### src/hdl/ps2m_pkg.sv
// Shared types, constants and helper functions of the PS/2 mouse cursor tracker.
package ps2m_pkg;

  localparam int DIM_W     = 13;
  localparam int DELTA_W   = 13;
  localparam int SUM_W     = 15;
  localparam int CURSOR_W  = 12;
  localparam int BTN_W     = 3;
  localparam int CFG_IDX_W = 2;

  localparam logic [CFG_IDX_W-1:0] REG_SCREEN_WIDTH  = CFG_IDX_W'(0);
  localparam logic [CFG_IDX_W-1:0] REG_SCREEN_HEIGHT = CFG_IDX_W'(1);

  localparam logic [DIM_W-1:0] WIDTH_RESET  = 13'd1024;
  localparam logic [DIM_W-1:0] HEIGHT_RESET = 13'd768;
  localparam int               POS_X_RESET  = 512;
  localparam int               POS_Y_RESET  = 384;

  localparam logic [7:0] HDR_START_MASK = 8'h08;
  localparam logic [7:0] HDR_XOVF_MASK  = 8'h80;
  localparam logic [7:0] HDR_YOVF_MASK  = 8'h40;
  localparam logic [7:0] HDR_BTN_MASK   = 8'h07;

  localparam logic FUNC_RAW_BYTE = 1'b0;
  localparam logic FUNC_INJECT   = 1'b1;

  typedef enum logic [1:0] {
    PH_HEADER = 2'd0,
    PH_XBYTE  = 2'd1,
    PH_YBYTE  = 2'd2
  } phase_t;

  // One cursor update request from the decoder to the cursor stage.
  typedef struct packed {
    logic                      emit;
    logic signed [DELTA_W-1:0] dx;
    logic signed [DELTA_W-1:0] dy;
    logic [BTN_W-1:0]          buttons;
  } move_t;

  // Clamp bound: zero counts as one, anything above cap saturates to cap.
  function automatic logic [DIM_W-1:0] bound_of(input logic [DIM_W-1:0] dim,
                                                 input logic [DIM_W-1:0] cap);
    logic [DIM_W-1:0] d;
    d = (dim == '0) ? DIM_W'(1) : dim;
    return (d > cap) ? cap : d;
  endfunction

  // Clamp a signed sum into 0 .. lim-1.
  function automatic logic [DIM_W-1:0] clamp_pos(input logic signed [SUM_W-1:0] v,
                                                  input logic [DIM_W-1:0] lim);
    logic [DIM_W-1:0] r;
    if (v[SUM_W-1]) begin
      r = '0;
    end else if (v[SUM_W-2:0] >= {1'b0, lim}) begin
      r = lim - DIM_W'(1);
    end else begin
      r = v[DIM_W-1:0];
    end
    return r;
  endfunction

endpackage

### src/hdl/ps2m_if.sv
// Valid/ready channel interfaces for the input items and the result items.
interface ps2m_in_if;
  logic               valid;
  logic               ready;
  logic               func;
  logic [7:0]         byte_in;
  logic signed [12:0] delta_x;
  logic signed [12:0] delta_y;
  logic [2:0]         buttons_in;

  modport source(output valid, func, byte_in, delta_x, delta_y, buttons_in, input ready);
  modport sink(input valid, func, byte_in, delta_x, delta_y, buttons_in, output ready);
endinterface

interface ps2m_out_if;
  logic        valid;
  logic        ready;
  logic [11:0] cursor_x;
  logic [11:0] cursor_y;
  logic [2:0]  button_bits;

  modport source(output valid, cursor_x, cursor_y, button_bits, input ready);
  modport sink(input valid, cursor_x, cursor_y, button_bits, output ready);
endinterface

### src/hdl/ps2_mouse_packet_cursor_tracker.sv
// PS/2 mouse three-byte packet decoder and clamped cursor tracker, top level.
// Every input item is either a raw PS/2 mouse byte (func 0) or an injected
// relative move (func 1). Raw bytes are gathered into three-byte packets:
// a packet may only start with a byte that has bit 3 set, other bytes in
// that position are dropped, and a finished packet whose header has either
// overflow bit set is thrown away. A good packet, or any injected move,
// moves the cursor, clamps it to the screen set by the two configuration
// registers (a dimension of zero counts as one, anything above
// MAX_DIMENSION counts as MAX_DIMENSION) and gives one result item with the
// position and button bits. The header's ninth sign bits are ignored.
// An item passes an input register and then one pass of decode, add and
// clamp into the result register, so an item is taken in every cycle while
// no result is stalled; the cursor position loop closes through the
// position registers alone. A stalled result holds only the result
// register: the input register still takes one further item.
module ps2_mouse_packet_cursor_tracker #(
  parameter int MAX_DIMENSION = 4096
) (
  input  logic                           clk,
  input  logic                           rst_n,
  input  logic                           cfg_we,
  input  logic [ps2m_pkg::CFG_IDX_W-1:0] cfg_index,
  input  logic [ps2m_pkg::DIM_W-1:0]     cfg_wdata,
  ps2m_in_if.sink                        in_ch,
  ps2m_out_if.source                     out_ch
);
  import ps2m_pkg::*;

  // The width register cannot exceed 8191, so the bound never does either.
  localparam int CAP   = (MAX_DIMENSION < 8191) ? MAX_DIMENSION : 8191;
  // The position registers must also hold the reset position of 512.
  localparam int POS_W = (CAP > 1024) ? $clog2(CAP) : 10;

  logic                      room;
  logic                      adv;
  logic                      s_func;
  logic [7:0]                s_byte;
  logic signed [DELTA_W-1:0] s_dx;
  logic signed [DELTA_W-1:0] s_dy;
  logic [BTN_W-1:0]          s_btn;
  logic [DIM_W-1:0]          screen_width;
  logic [DIM_W-1:0]          screen_height;
  move_t                     mv;

  ps2m_cfg u_cfg (
    .clk           (clk),
    .rst_n         (rst_n),
    .cfg_we        (cfg_we),
    .cfg_index     (cfg_index),
    .cfg_wdata     (cfg_wdata),
    .screen_width  (screen_width),
    .screen_height (screen_height)
  );

  ps2m_in_stage u_in (
    .clk        (clk),
    .rst_n      (rst_n),
    .room       (room),
    .adv        (adv),
    .func       (s_func),
    .byte_in    (s_byte),
    .delta_x    (s_dx),
    .delta_y    (s_dy),
    .buttons_in (s_btn),
    .in_ch      (in_ch)
  );

  // Decoding sees the registered item and advances only when it moves on.
  ps2m_packet u_packet (
    .clk        (clk),
    .rst_n      (rst_n),
    .step       (adv),
    .func       (s_func),
    .byte_in    (s_byte),
    .delta_x    (s_dx),
    .delta_y    (s_dy),
    .buttons_in (s_btn),
    .mv         (mv)
  );

  ps2m_cursor #(
    .POS_W (POS_W),
    .CAP   (CAP)
  ) u_cursor (
    .clk           (clk),
    .rst_n         (rst_n),
    .adv           (adv),
    .mv            (mv),
    .screen_width  (screen_width),
    .screen_height (screen_height),
    .room          (room),
    .out_ch        (out_ch)
  );

  // An item that updates the cursor always leaves a result behind it.
  a_update_gives_result: assert property (@(posedge clk) disable iff (!rst_n)
    (adv && mv.emit) |=> out_ch.valid)
    else $error("cursor update produced no result item");

  // A waiting result is never dropped by an item that gives none.
  a_result_not_lost: assert property (@(posedge clk) disable iff (!rst_n)
    (out_ch.valid && !out_ch.ready) |=> out_ch.valid)
    else $error("pending result item lost");

  // Nothing moves on from the input register while the result is blocked.
  a_no_adv_when_blocked: assert property (@(posedge clk) disable iff (!rst_n)
    (out_ch.valid && !out_ch.ready) |-> !adv)
    else $error("item advanced over a blocked result");

endmodule

### src/hdl/ps2m_packet.sv
// Three-byte packet assembler that turns input items into cursor update requests.
module ps2m_packet (
  input  logic                              clk,
  input  logic                              rst_n,
  input  logic                              step,
  input  logic                              func,
  input  logic [7:0]                        byte_in,
  input  logic signed [ps2m_pkg::DELTA_W-1:0] delta_x,
  input  logic signed [ps2m_pkg::DELTA_W-1:0] delta_y,
  input  logic [ps2m_pkg::BTN_W-1:0]        buttons_in,
  output ps2m_pkg::move_t                   mv
);
  import ps2m_pkg::*;

  phase_t     phase_r, phase_nxt;
  logic [7:0] header_r, header_nxt;
  logic [7:0] xbyte_r, xbyte_nxt;

  always_comb begin
    phase_nxt  = phase_r;
    header_nxt = header_r;
    xbyte_nxt  = xbyte_r;
    if (step && func == FUNC_RAW_BYTE) begin
      case (phase_r)
        PH_HEADER: begin
          if ((byte_in & HDR_START_MASK) != '0) begin
            header_nxt = byte_in;
            phase_nxt  = PH_XBYTE;
          end
        end
        PH_XBYTE: begin
          xbyte_nxt = byte_in;
          phase_nxt = PH_YBYTE;
        end
        default: phase_nxt = PH_HEADER;
      endcase
    end
  end

  always_comb begin
    mv = '0;
    if (func == FUNC_INJECT) begin
      mv.emit    = step;
      mv.dx      = delta_x;
      mv.dy      = delta_y;
      mv.buttons = buttons_in;
    end else begin
      // The ninth sign bits in the header are ignored; Y grows downwards on screen.
      mv.emit    = step && phase_r == PH_YBYTE
                   && (header_r & (HDR_XOVF_MASK | HDR_YOVF_MASK)) == '0;
      mv.dx      = DELTA_W'($signed(xbyte_r));
      mv.dy      = -DELTA_W'($signed(byte_in));
      mv.buttons = BTN_W'(header_r & HDR_BTN_MASK);
    end
  end

  always_ff @(posedge clk) begin
    if (!rst_n) begin
      phase_r  <= PH_HEADER;
      header_r <= '0;
      xbyte_r  <= '0;
    end else begin
      phase_r  <= phase_nxt;
      header_r <= header_nxt;
      xbyte_r  <= xbyte_nxt;
    end
  end

  a_inject_keeps_phase: assert property (@(posedge clk) disable iff (!rst_n)
    (step && func == FUNC_INJECT) |=> $stable(phase_r))
    else $error("injected motion disturbed packet assembly");

  a_raw_emit_on_third: assert property (@(posedge clk) disable iff (!rst_n)
    (step && func == FUNC_RAW_BYTE && mv.emit) |-> (phase_r == PH_YBYTE))
    else $error("packet result before the third byte");

endmodule

### src/hdl/ps2m_cursor.sv
// Cursor position registers, screen clamp and result register.
module ps2m_cursor #(
  parameter int POS_W = 12,
  parameter int CAP   = 4096
) (
  input  logic                          clk,
  input  logic                          rst_n,
  input  logic                          adv,
  input  ps2m_pkg::move_t               mv,
  input  logic [ps2m_pkg::DIM_W-1:0]    screen_width,
  input  logic [ps2m_pkg::DIM_W-1:0]    screen_height,
  output logic                          room,
  ps2m_out_if.source                    out_ch
);
  import ps2m_pkg::*;

  logic [POS_W-1:0]       pos_x_r, pos_x_nxt;
  logic [POS_W-1:0]       pos_y_r, pos_y_nxt;
  logic                   out_v_r, out_v_nxt;
  logic [BTN_W-1:0]       btn_r;
  logic [DIM_W-1:0]       lim_x, lim_y;
  logic signed [SUM_W-1:0] sum_x, sum_y;
  logic                   update;

  assign room   = !out_v_r || out_ch.ready;
  assign update = adv && mv.emit;

  always_comb begin
    lim_x     = bound_of(screen_width, DIM_W'(CAP));
    lim_y     = bound_of(screen_height, DIM_W'(CAP));
    sum_x     = $signed({{(SUM_W-POS_W){1'b0}}, pos_x_r}) + SUM_W'(mv.dx);
    sum_y     = $signed({{(SUM_W-POS_W){1'b0}}, pos_y_r}) + SUM_W'(mv.dy);
    pos_x_nxt = update ? POS_W'(clamp_pos(sum_x, lim_x)) : pos_x_r;
    pos_y_nxt = update ? POS_W'(clamp_pos(sum_y, lim_y)) : pos_y_r;
    out_v_nxt = update ? 1'b1 : (out_ch.ready ? 1'b0 : out_v_r);
  end

  always_ff @(posedge clk) begin
    if (!rst_n) begin
      pos_x_r <= POS_W'(POS_X_RESET);
      pos_y_r <= POS_W'(POS_Y_RESET);
      out_v_r <= 1'b0;
    end else begin
      pos_x_r <= pos_x_nxt;
      pos_y_r <= pos_y_nxt;
      out_v_r <= out_v_nxt;
    end
  end

  always_ff @(posedge clk) begin
    if (update) begin
      btn_r <= mv.buttons;
    end
  end

  assign out_ch.valid       = out_v_r;
  assign out_ch.cursor_x    = CURSOR_W'(pos_x_r);
  assign out_ch.cursor_y    = CURSOR_W'(pos_y_r);
  assign out_ch.button_bits = btn_r;

endmodule

### src/hdl/ps2m_in_stage.sv
// Input register that holds one accepted item until the cursor stage takes it.
module ps2m_in_stage (
  input  logic                                clk,
  input  logic                                rst_n,
  input  logic                                room,
  output logic                                adv,
  output logic                                func,
  output logic [7:0]                          byte_in,
  output logic signed [ps2m_pkg::DELTA_W-1:0] delta_x,
  output logic signed [ps2m_pkg::DELTA_W-1:0] delta_y,
  output logic [ps2m_pkg::BTN_W-1:0]          buttons_in,
  ps2m_in_if.sink                             in_ch
);
  import ps2m_pkg::*;

  logic in_v_r, in_v_nxt;
  logic take;

  assign adv         = in_v_r && room;
  assign in_ch.ready = !in_v_r || room;
  assign take        = in_ch.valid && in_ch.ready;

  always_comb begin
    in_v_nxt = take ? 1'b1 : (adv ? 1'b0 : in_v_r);
  end

  always_ff @(posedge clk) begin
    if (!rst_n) begin
      in_v_r <= 1'b0;
    end else begin
      in_v_r <= in_v_nxt;
    end
  end

  always_ff @(posedge clk) begin
    if (take) begin
      func       <= in_ch.func;
      byte_in    <= in_ch.byte_in;
      delta_x    <= in_ch.delta_x;
      delta_y    <= in_ch.delta_y;
      buttons_in <= in_ch.buttons_in;
    end
  end

  a_ready_when_empty: assert property (@(posedge clk) disable iff (!rst_n)
    !in_v_r |-> in_ch.ready)
    else $error("input refused while the input register is empty");

endmodule

### src/hdl/ps2m_mouse_packet_cursor_tracker_top_placeholder.sv
// Configuration registers for the screen clamp bounds.
module ps2m_cfg (
  input  logic                             clk,
  input  logic                             rst_n,
  input  logic                             cfg_we,
  input  logic [ps2m_pkg::CFG_IDX_W-1:0]   cfg_index,
  input  logic [ps2m_pkg::DIM_W-1:0]       cfg_wdata,
  output logic [ps2m_pkg::DIM_W-1:0]       screen_width,
  output logic [ps2m_pkg::DIM_W-1:0]       screen_height
);
  import ps2m_pkg::*;

  logic [DIM_W-1:0] width_r, width_nxt;
  logic [DIM_W-1:0] height_r, height_nxt;

  always_comb begin
    width_nxt  = width_r;
    height_nxt = height_r;
    if (cfg_we) begin
      case (cfg_index)
        REG_SCREEN_WIDTH:  width_nxt  = cfg_wdata;
        REG_SCREEN_HEIGHT: height_nxt = cfg_wdata;
        default: ;
      endcase
    end
  end

  always_ff @(posedge clk) begin
    if (!rst_n) begin
      width_r  <= WIDTH_RESET;
      height_r <= HEIGHT_RESET;
    end else begin
      width_r  <= width_nxt;
      height_r <= height_nxt;
    end
  end

  assign screen_width  = width_r;
  assign screen_height = height_r;

endmodule
### src/flat_wrapper.sv
// flat-port wrapper written by rule: the top's interface ports become plain ports
module ps2_mouse_packet_cursor_tracker_flat import ps2m_pkg::*;
#(
  parameter int MAX_DIMENSION = 4096
)
  (clk, rst_n, cfg_we, cfg_index, cfg_wdata, in_ch_valid, in_ch_func, in_ch_byte_in, in_ch_delta_x, in_ch_delta_y, in_ch_buttons_in, in_ch_ready, out_ch_valid, out_ch_cursor_x, out_ch_cursor_y, out_ch_button_bits, out_ch_ready);
  ps2m_in_if in_ch_i ();
  ps2m_out_if out_ch_i ();
  input  logic clk;
  input  logic rst_n;
  input  logic cfg_we;
  input  logic [ps2m_pkg::CFG_IDX_W-1:0] cfg_index;
  input  logic [ps2m_pkg::DIM_W-1:0] cfg_wdata;
  input wire logic [$bits(in_ch_i.valid)-1:0] in_ch_valid;
  input wire logic [$bits(in_ch_i.func)-1:0] in_ch_func;
  input wire logic [$bits(in_ch_i.byte_in)-1:0] in_ch_byte_in;
  input wire logic [$bits(in_ch_i.delta_x)-1:0] in_ch_delta_x;
  input wire logic [$bits(in_ch_i.delta_y)-1:0] in_ch_delta_y;
  input wire logic [$bits(in_ch_i.buttons_in)-1:0] in_ch_buttons_in;
  output wire logic [$bits(in_ch_i.ready)-1:0] in_ch_ready;
  output wire logic [$bits(out_ch_i.valid)-1:0] out_ch_valid;
  output wire logic [$bits(out_ch_i.cursor_x)-1:0] out_ch_cursor_x;
  output wire logic [$bits(out_ch_i.cursor_y)-1:0] out_ch_cursor_y;
  output wire logic [$bits(out_ch_i.button_bits)-1:0] out_ch_button_bits;
  input wire logic [$bits(out_ch_i.ready)-1:0] out_ch_ready;
  assign in_ch_i.valid = in_ch_valid;
  assign in_ch_i.func = in_ch_func;
  assign in_ch_i.byte_in = in_ch_byte_in;
  assign in_ch_i.delta_x = in_ch_delta_x;
  assign in_ch_i.delta_y = in_ch_delta_y;
  assign in_ch_i.buttons_in = in_ch_buttons_in;
  assign in_ch_ready = in_ch_i.ready;
  assign out_ch_valid = out_ch_i.valid;
  assign out_ch_cursor_x = out_ch_i.cursor_x;
  assign out_ch_cursor_y = out_ch_i.cursor_y;
  assign out_ch_button_bits = out_ch_i.button_bits;
  assign out_ch_i.ready = out_ch_ready;
  ps2_mouse_packet_cursor_tracker #(.MAX_DIMENSION(MAX_DIMENSION)) u_core (.clk(clk), .rst_n(rst_n), .cfg_we(cfg_we), .cfg_index(cfg_index), .cfg_wdata(cfg_wdata), .in_ch(in_ch_i), .out_ch(out_ch_i));
endmodule
### config.mk
export PLATFORM = sky130hd
export DESIGN_NAME = ps2_mouse_packet_cursor_tracker_flat
export DESIGN_NICKNAME = d
export VERILOG_FILES = /design/src/hdl/ps2m_pkg.sv /design/src/hdl/ps2m_if.sv /design/src/hdl/ps2_mouse_packet_cursor_tracker.sv /design/src/hdl/ps2m_packet.sv /design/src/hdl/ps2m_cursor.sv /design/src/hdl/ps2m_in_stage.sv /design/src/hdl/ps2m_mouse_packet_cursor_tracker_top_placeholder.sv /design/src/flat_wrapper.sv
export SDC_FILE = /design/constraint.sdc
export NUM_CORES = 1
export LEC_CHECK = 0
export CAP_MARGIN = 15
export CORE_MARGIN = 4
export CORE_UTILIZATION = 60
export CTS_CLUSTER_SIZE = 25
export DETAILED_ROUTE_END_ITERATION = 8
export DONT_BUFFER_PORTS = 1
export PLACE_DENSITY = 0.73
export SLEW_MARGIN = 0
export SYNTH_ARGS = -nofsm -noshare
export SYNTH_HDL_FRONTEND = slang
export SYNTH_SLANG_ARGS = --single-unit
### constraint.sdc
create_clock -name clk -period 5.8 [get_ports clk]
set_clock_uncertainty 0.2 [all_clocks]
set_input_delay 0.58 -clock clk [delete_from_list [all_inputs] [get_ports clk]]
set_output_delay 0.58 -clock clk [all_outputs]
set_load 0.03 [all_outputs]
==> impl_metrics.py <==
metrics = {
    "logic_synthesis": {
        "synth_top_flop_cell": "dfxtp_1",
        "synth_edf_count": 41,
        "synth.avg_cell_area_um2": 8.91,
        "async_flop_share_pct": 0,
        "ys.warnings.count": 0,
        "syn_inst": 752,
        "synth.net_count": 866,
        "syn_area_mm2": 0.00670,
        "ys_types": 71,
        "yosys_register_bits": 108,
        "ys_seq_area_share_pct": 38.4,
    },
    "placed_design": {
        "dp_hpwl_um": 13200,
        "gp_congestion": 0.926,
        "port_buffers": 0,
        "placed_area_mm2": 0.00679,
        "post-place-ws_ns": 0.781,
        "dp_cells": 869,
    },
    "critical_path": {
        "worst_setup_path_start_kind": "flop",
        "cpMaxStageDelayCell": "edfxtp_1",
        "path_max_fanout": 20,
        "critPathCaptureType": "flop",
        "crit_family": "compound AO/OA/AOI/OAI gates",
        "path_cells": "mux2_2 -> ha_1 -> a21oi_1 -> a211oi_1 -> or4b_2 -> a31o_2 -> and2_1 -> ha_1 -> a211oi_1 -> a22oi_1 -> a21o_1 -> a22oi_1 -> buf_4 -> mux2_2 -> a22o_1",
        "critPathMaxStageDelay_ns": 0.83,
        "worst-path-buf-inv": 1,
        "path_class": "reg -> reg",
        "critPathArrivalTime_ns": 5.18,
        "critPathRequiredTime_ns": 5.88,
    },
    "power_and_ir_drop": {
        "power_density_mw_per_mm2": 253,
        "p_leak_nw": 2.75,
        "ir_drop_uv": 198,
    },
    "sta": {
        "fin_crit_sh_pct": 88.1,
        "slew_viol_final": 0,
        "slew_headroom_pct": 24.3,
        "max_freq_mhz": 196,
        "layout_setup_ws_ns": 0.693,
        "worst_pin_slew_ns": 1.14,
        "rsz0062_at_grt": "false",
        "setup_viol": 0,
        "min_period_ns": 5.11,
        "setup-tns-final_ns": 0,
        "finalHoldViolCount": 0,
    },
    "floorplanning": {
        "dieArea_mm2": 0.0129,
        "fp.dieH_um": 114,
        "initial_core_util_pct": 61.6,
        "die_w_um": 114,
        "ios": 87,
        "rows": 38,
        "core_area_mm2": 0.0109,
    },
    "clock_network": {
        "post_cts_buffers": 0,
        "holdBufCountCts": 0,
        "cts.clk_slew.worst_paths_ns": 0.11,
        "clk_latency_ns": 0.39,
        "clock_path_buffers": 2,
        "htree_levels": 3,
        "clock-sinks": 108,
        "ctsResizeCount": 0,
        "cts-root-buf": "clkbuf_8",
        "cts_tree": "built",
        "cts_buffers": 9,
    },
    "detailed_routing": {
        "ant_nets": 0,
        "wl_per_cell_um": 19.0,
        "via_per_inst": 6.37,
        "vias": 5635,
        "drt-initial-drc-count": 383,
        "drt_wl_total_um": 16800,
        "remaining_drc_errors": 0,
        "dr.pass1.iters": 5,
    },
    "job": {
        "cap_violations": 0,
    },
    "cells_and_area": {
        "final_area_mm2": 0.00700,
        "drive_above_1_share_pct": 7.92,
        "antenna_cells": 0,
        "syn_to_final_growth_pct": 4.42,
        "nets": 854,
        "stdcell_count": 885,
    },
    "grt": {
        "grt_max_degree": 46,
        "grt_pass1_wl_um": 27100,
        "antenna_found_initial": 0,
        "gr-total-overflow": 0,
        "track_usage_pct": 26.4,
        "grt_pass1_vias": 5385,
    },
    "outcome": {
        "status": "complete, no violations",
    },
    "hold_path": {
        "hold_path_class": "in -> reg",
    },
}
==> state kept, by name, indices dropped and copies added, names as in the netlist <==
signal and count:
u_core.u_cfg.screen_height 13, u_core.u_cursor.out_ch.valid 1, u_core.u_in.delta_y 13, u_core.u_in.func 1, u_core.u_cursor.out_ch.button_bits 3, u_core.u_packet.xbyte_r 8, u_core.u_packet.phase_r 2, u_core.u_in.delta_x 13
u_core.u_cursor.out_ch.cursor_x 12, u_core.u_in.in_v_r 1, u_core.u_packet.header_r 5, u_core.u_cursor.out_ch.cursor_y 12, u_core.u_in.byte_in 8, u_core.u_cfg.screen_width 13, u_core.u_in.buttons_in 3
==> kinds of logic (layout without fill, tap and decap cells) <==
logic type | Yosys count | count (layout) | synth area share [%]
simple gates | 290 | 290 | 20.8
compound gates | 181 | 181 | 17.9
flops | 108 | 108 | 38.4
buf+inv | 57 | 50 | 3.55
fa+ha+maj | 56 | 56 | 10.7
mux | 31 | 31 | 4.89
xor+xnor | 29 | 29 | 3.79
==> area by class of cell <==
type	instances	area, um^2
Clock buffer	10	138
Clock inverter	6	62.6
Fill cell	932	3890
Inverter	27	101
Multi-Input combinational cell	587	3900
Sequential cell	108	2570
Tap cell	140	175
Timing Repair Buffer	7	52.6
==> Yosys cell counts, drive strengths merged (14+ instances only) <==
cell type | n | area [um^2]
clkbuf | 21 | 78.8
dfxtp | 67 | 1340
inv | 27 | 101
mux2i | 17 | 170
edfxtp | 41 | 1230
nand3 | 19 | 95.1
xor2 | 14 | 123
o21ai | 37 | 185
o211ai | 16 | 125
ha | 54 | 676
nor3 | 20 | 100
nor2 | 39 | 146
mux2 | 14 | 158
nand2 | 130 | 488
a21oi | 61 | 305
xnor2 | 15 | 131
==> final timing paths <==
| kind | depth (start not counted) | endpoint | slack [ns] | startpoint |
|---|---|---|---|---|
| worst min register to register | 2 | u_core.u_packet.header_r[1] | 0.30 | u_core.u_packet.header_r[1] |
| worst max-delay path | 15 | u_core.u_cursor.out_ch.cursor_x[7] | 0.69 | u_core.u_in.func |
| worst min-delay path | 1 | u_core.u_cfg.screen_height[9] | 0.07 | rst_n |
| worst max register to register | 15 | u_core.u_cursor.out_ch.cursor_x[7] | 0.69 | u_core.u_in.func |
==> power by group <==
group	total (mW)	switching [mW]	internal (mW)
Combinational	0.434	0.256	0.178
Clock	0.458	0.279	0.179
Sequential	0.879	0.0567	0.822
Total	1.77	0.592	1.18
==> per-layer routing <==
layer  GRT usage, %  vias to the layer above  routed length (um)  share of wire, %
met3           5.89                       46                1190               7.0
met5              0                        -                   0                 0
met1           34.3                     2663                7090                42
met4           11.9                        0                 585               3.5
li1               -                     2740                   -                 -
met2           42.3                      186                7980                47
==> cells in the final DEF (no fill, tap or decap), types with 6 or more instances in the layout <==
master	synthesis	final
mux2_2	14	14
o21ai_0	36	36
nor2b_1	6	6
dfxtp_1	67	67
o211ai_1	15	15
nand4_1	10	10
nand3b_1	6	6
ha_1	54	54
buf_4	0	7
xor2_1	14	14
nand2_1	130	130
clkbuf_8	0	10
nor2_1	39	39
edfxtp_1	41	41
a21oi_1	61	61
nor4_1	9	9
mux2i_1	17	17
xnor2_1	15	15
or3_1	11	11
inv_1	26	26
and2_1	7	7
a21o_1	6	6
nor3_1	20	20
nand2b_1	6	6
nand3_1	19	19
==> through the flow <==
step                utilization [%]  power, mW  hold WS (ns)
floorplan                         -       1.22         0.250
global placement               62.4       1.31         0.266
detailed placement             62.4       1.33         0.276
CTS                            64.2       1.78        0.0393
global route                   64.3       1.87        0.0424
finish                         64.3       1.77        0.0714
Power figures use the tool's default switching activity.
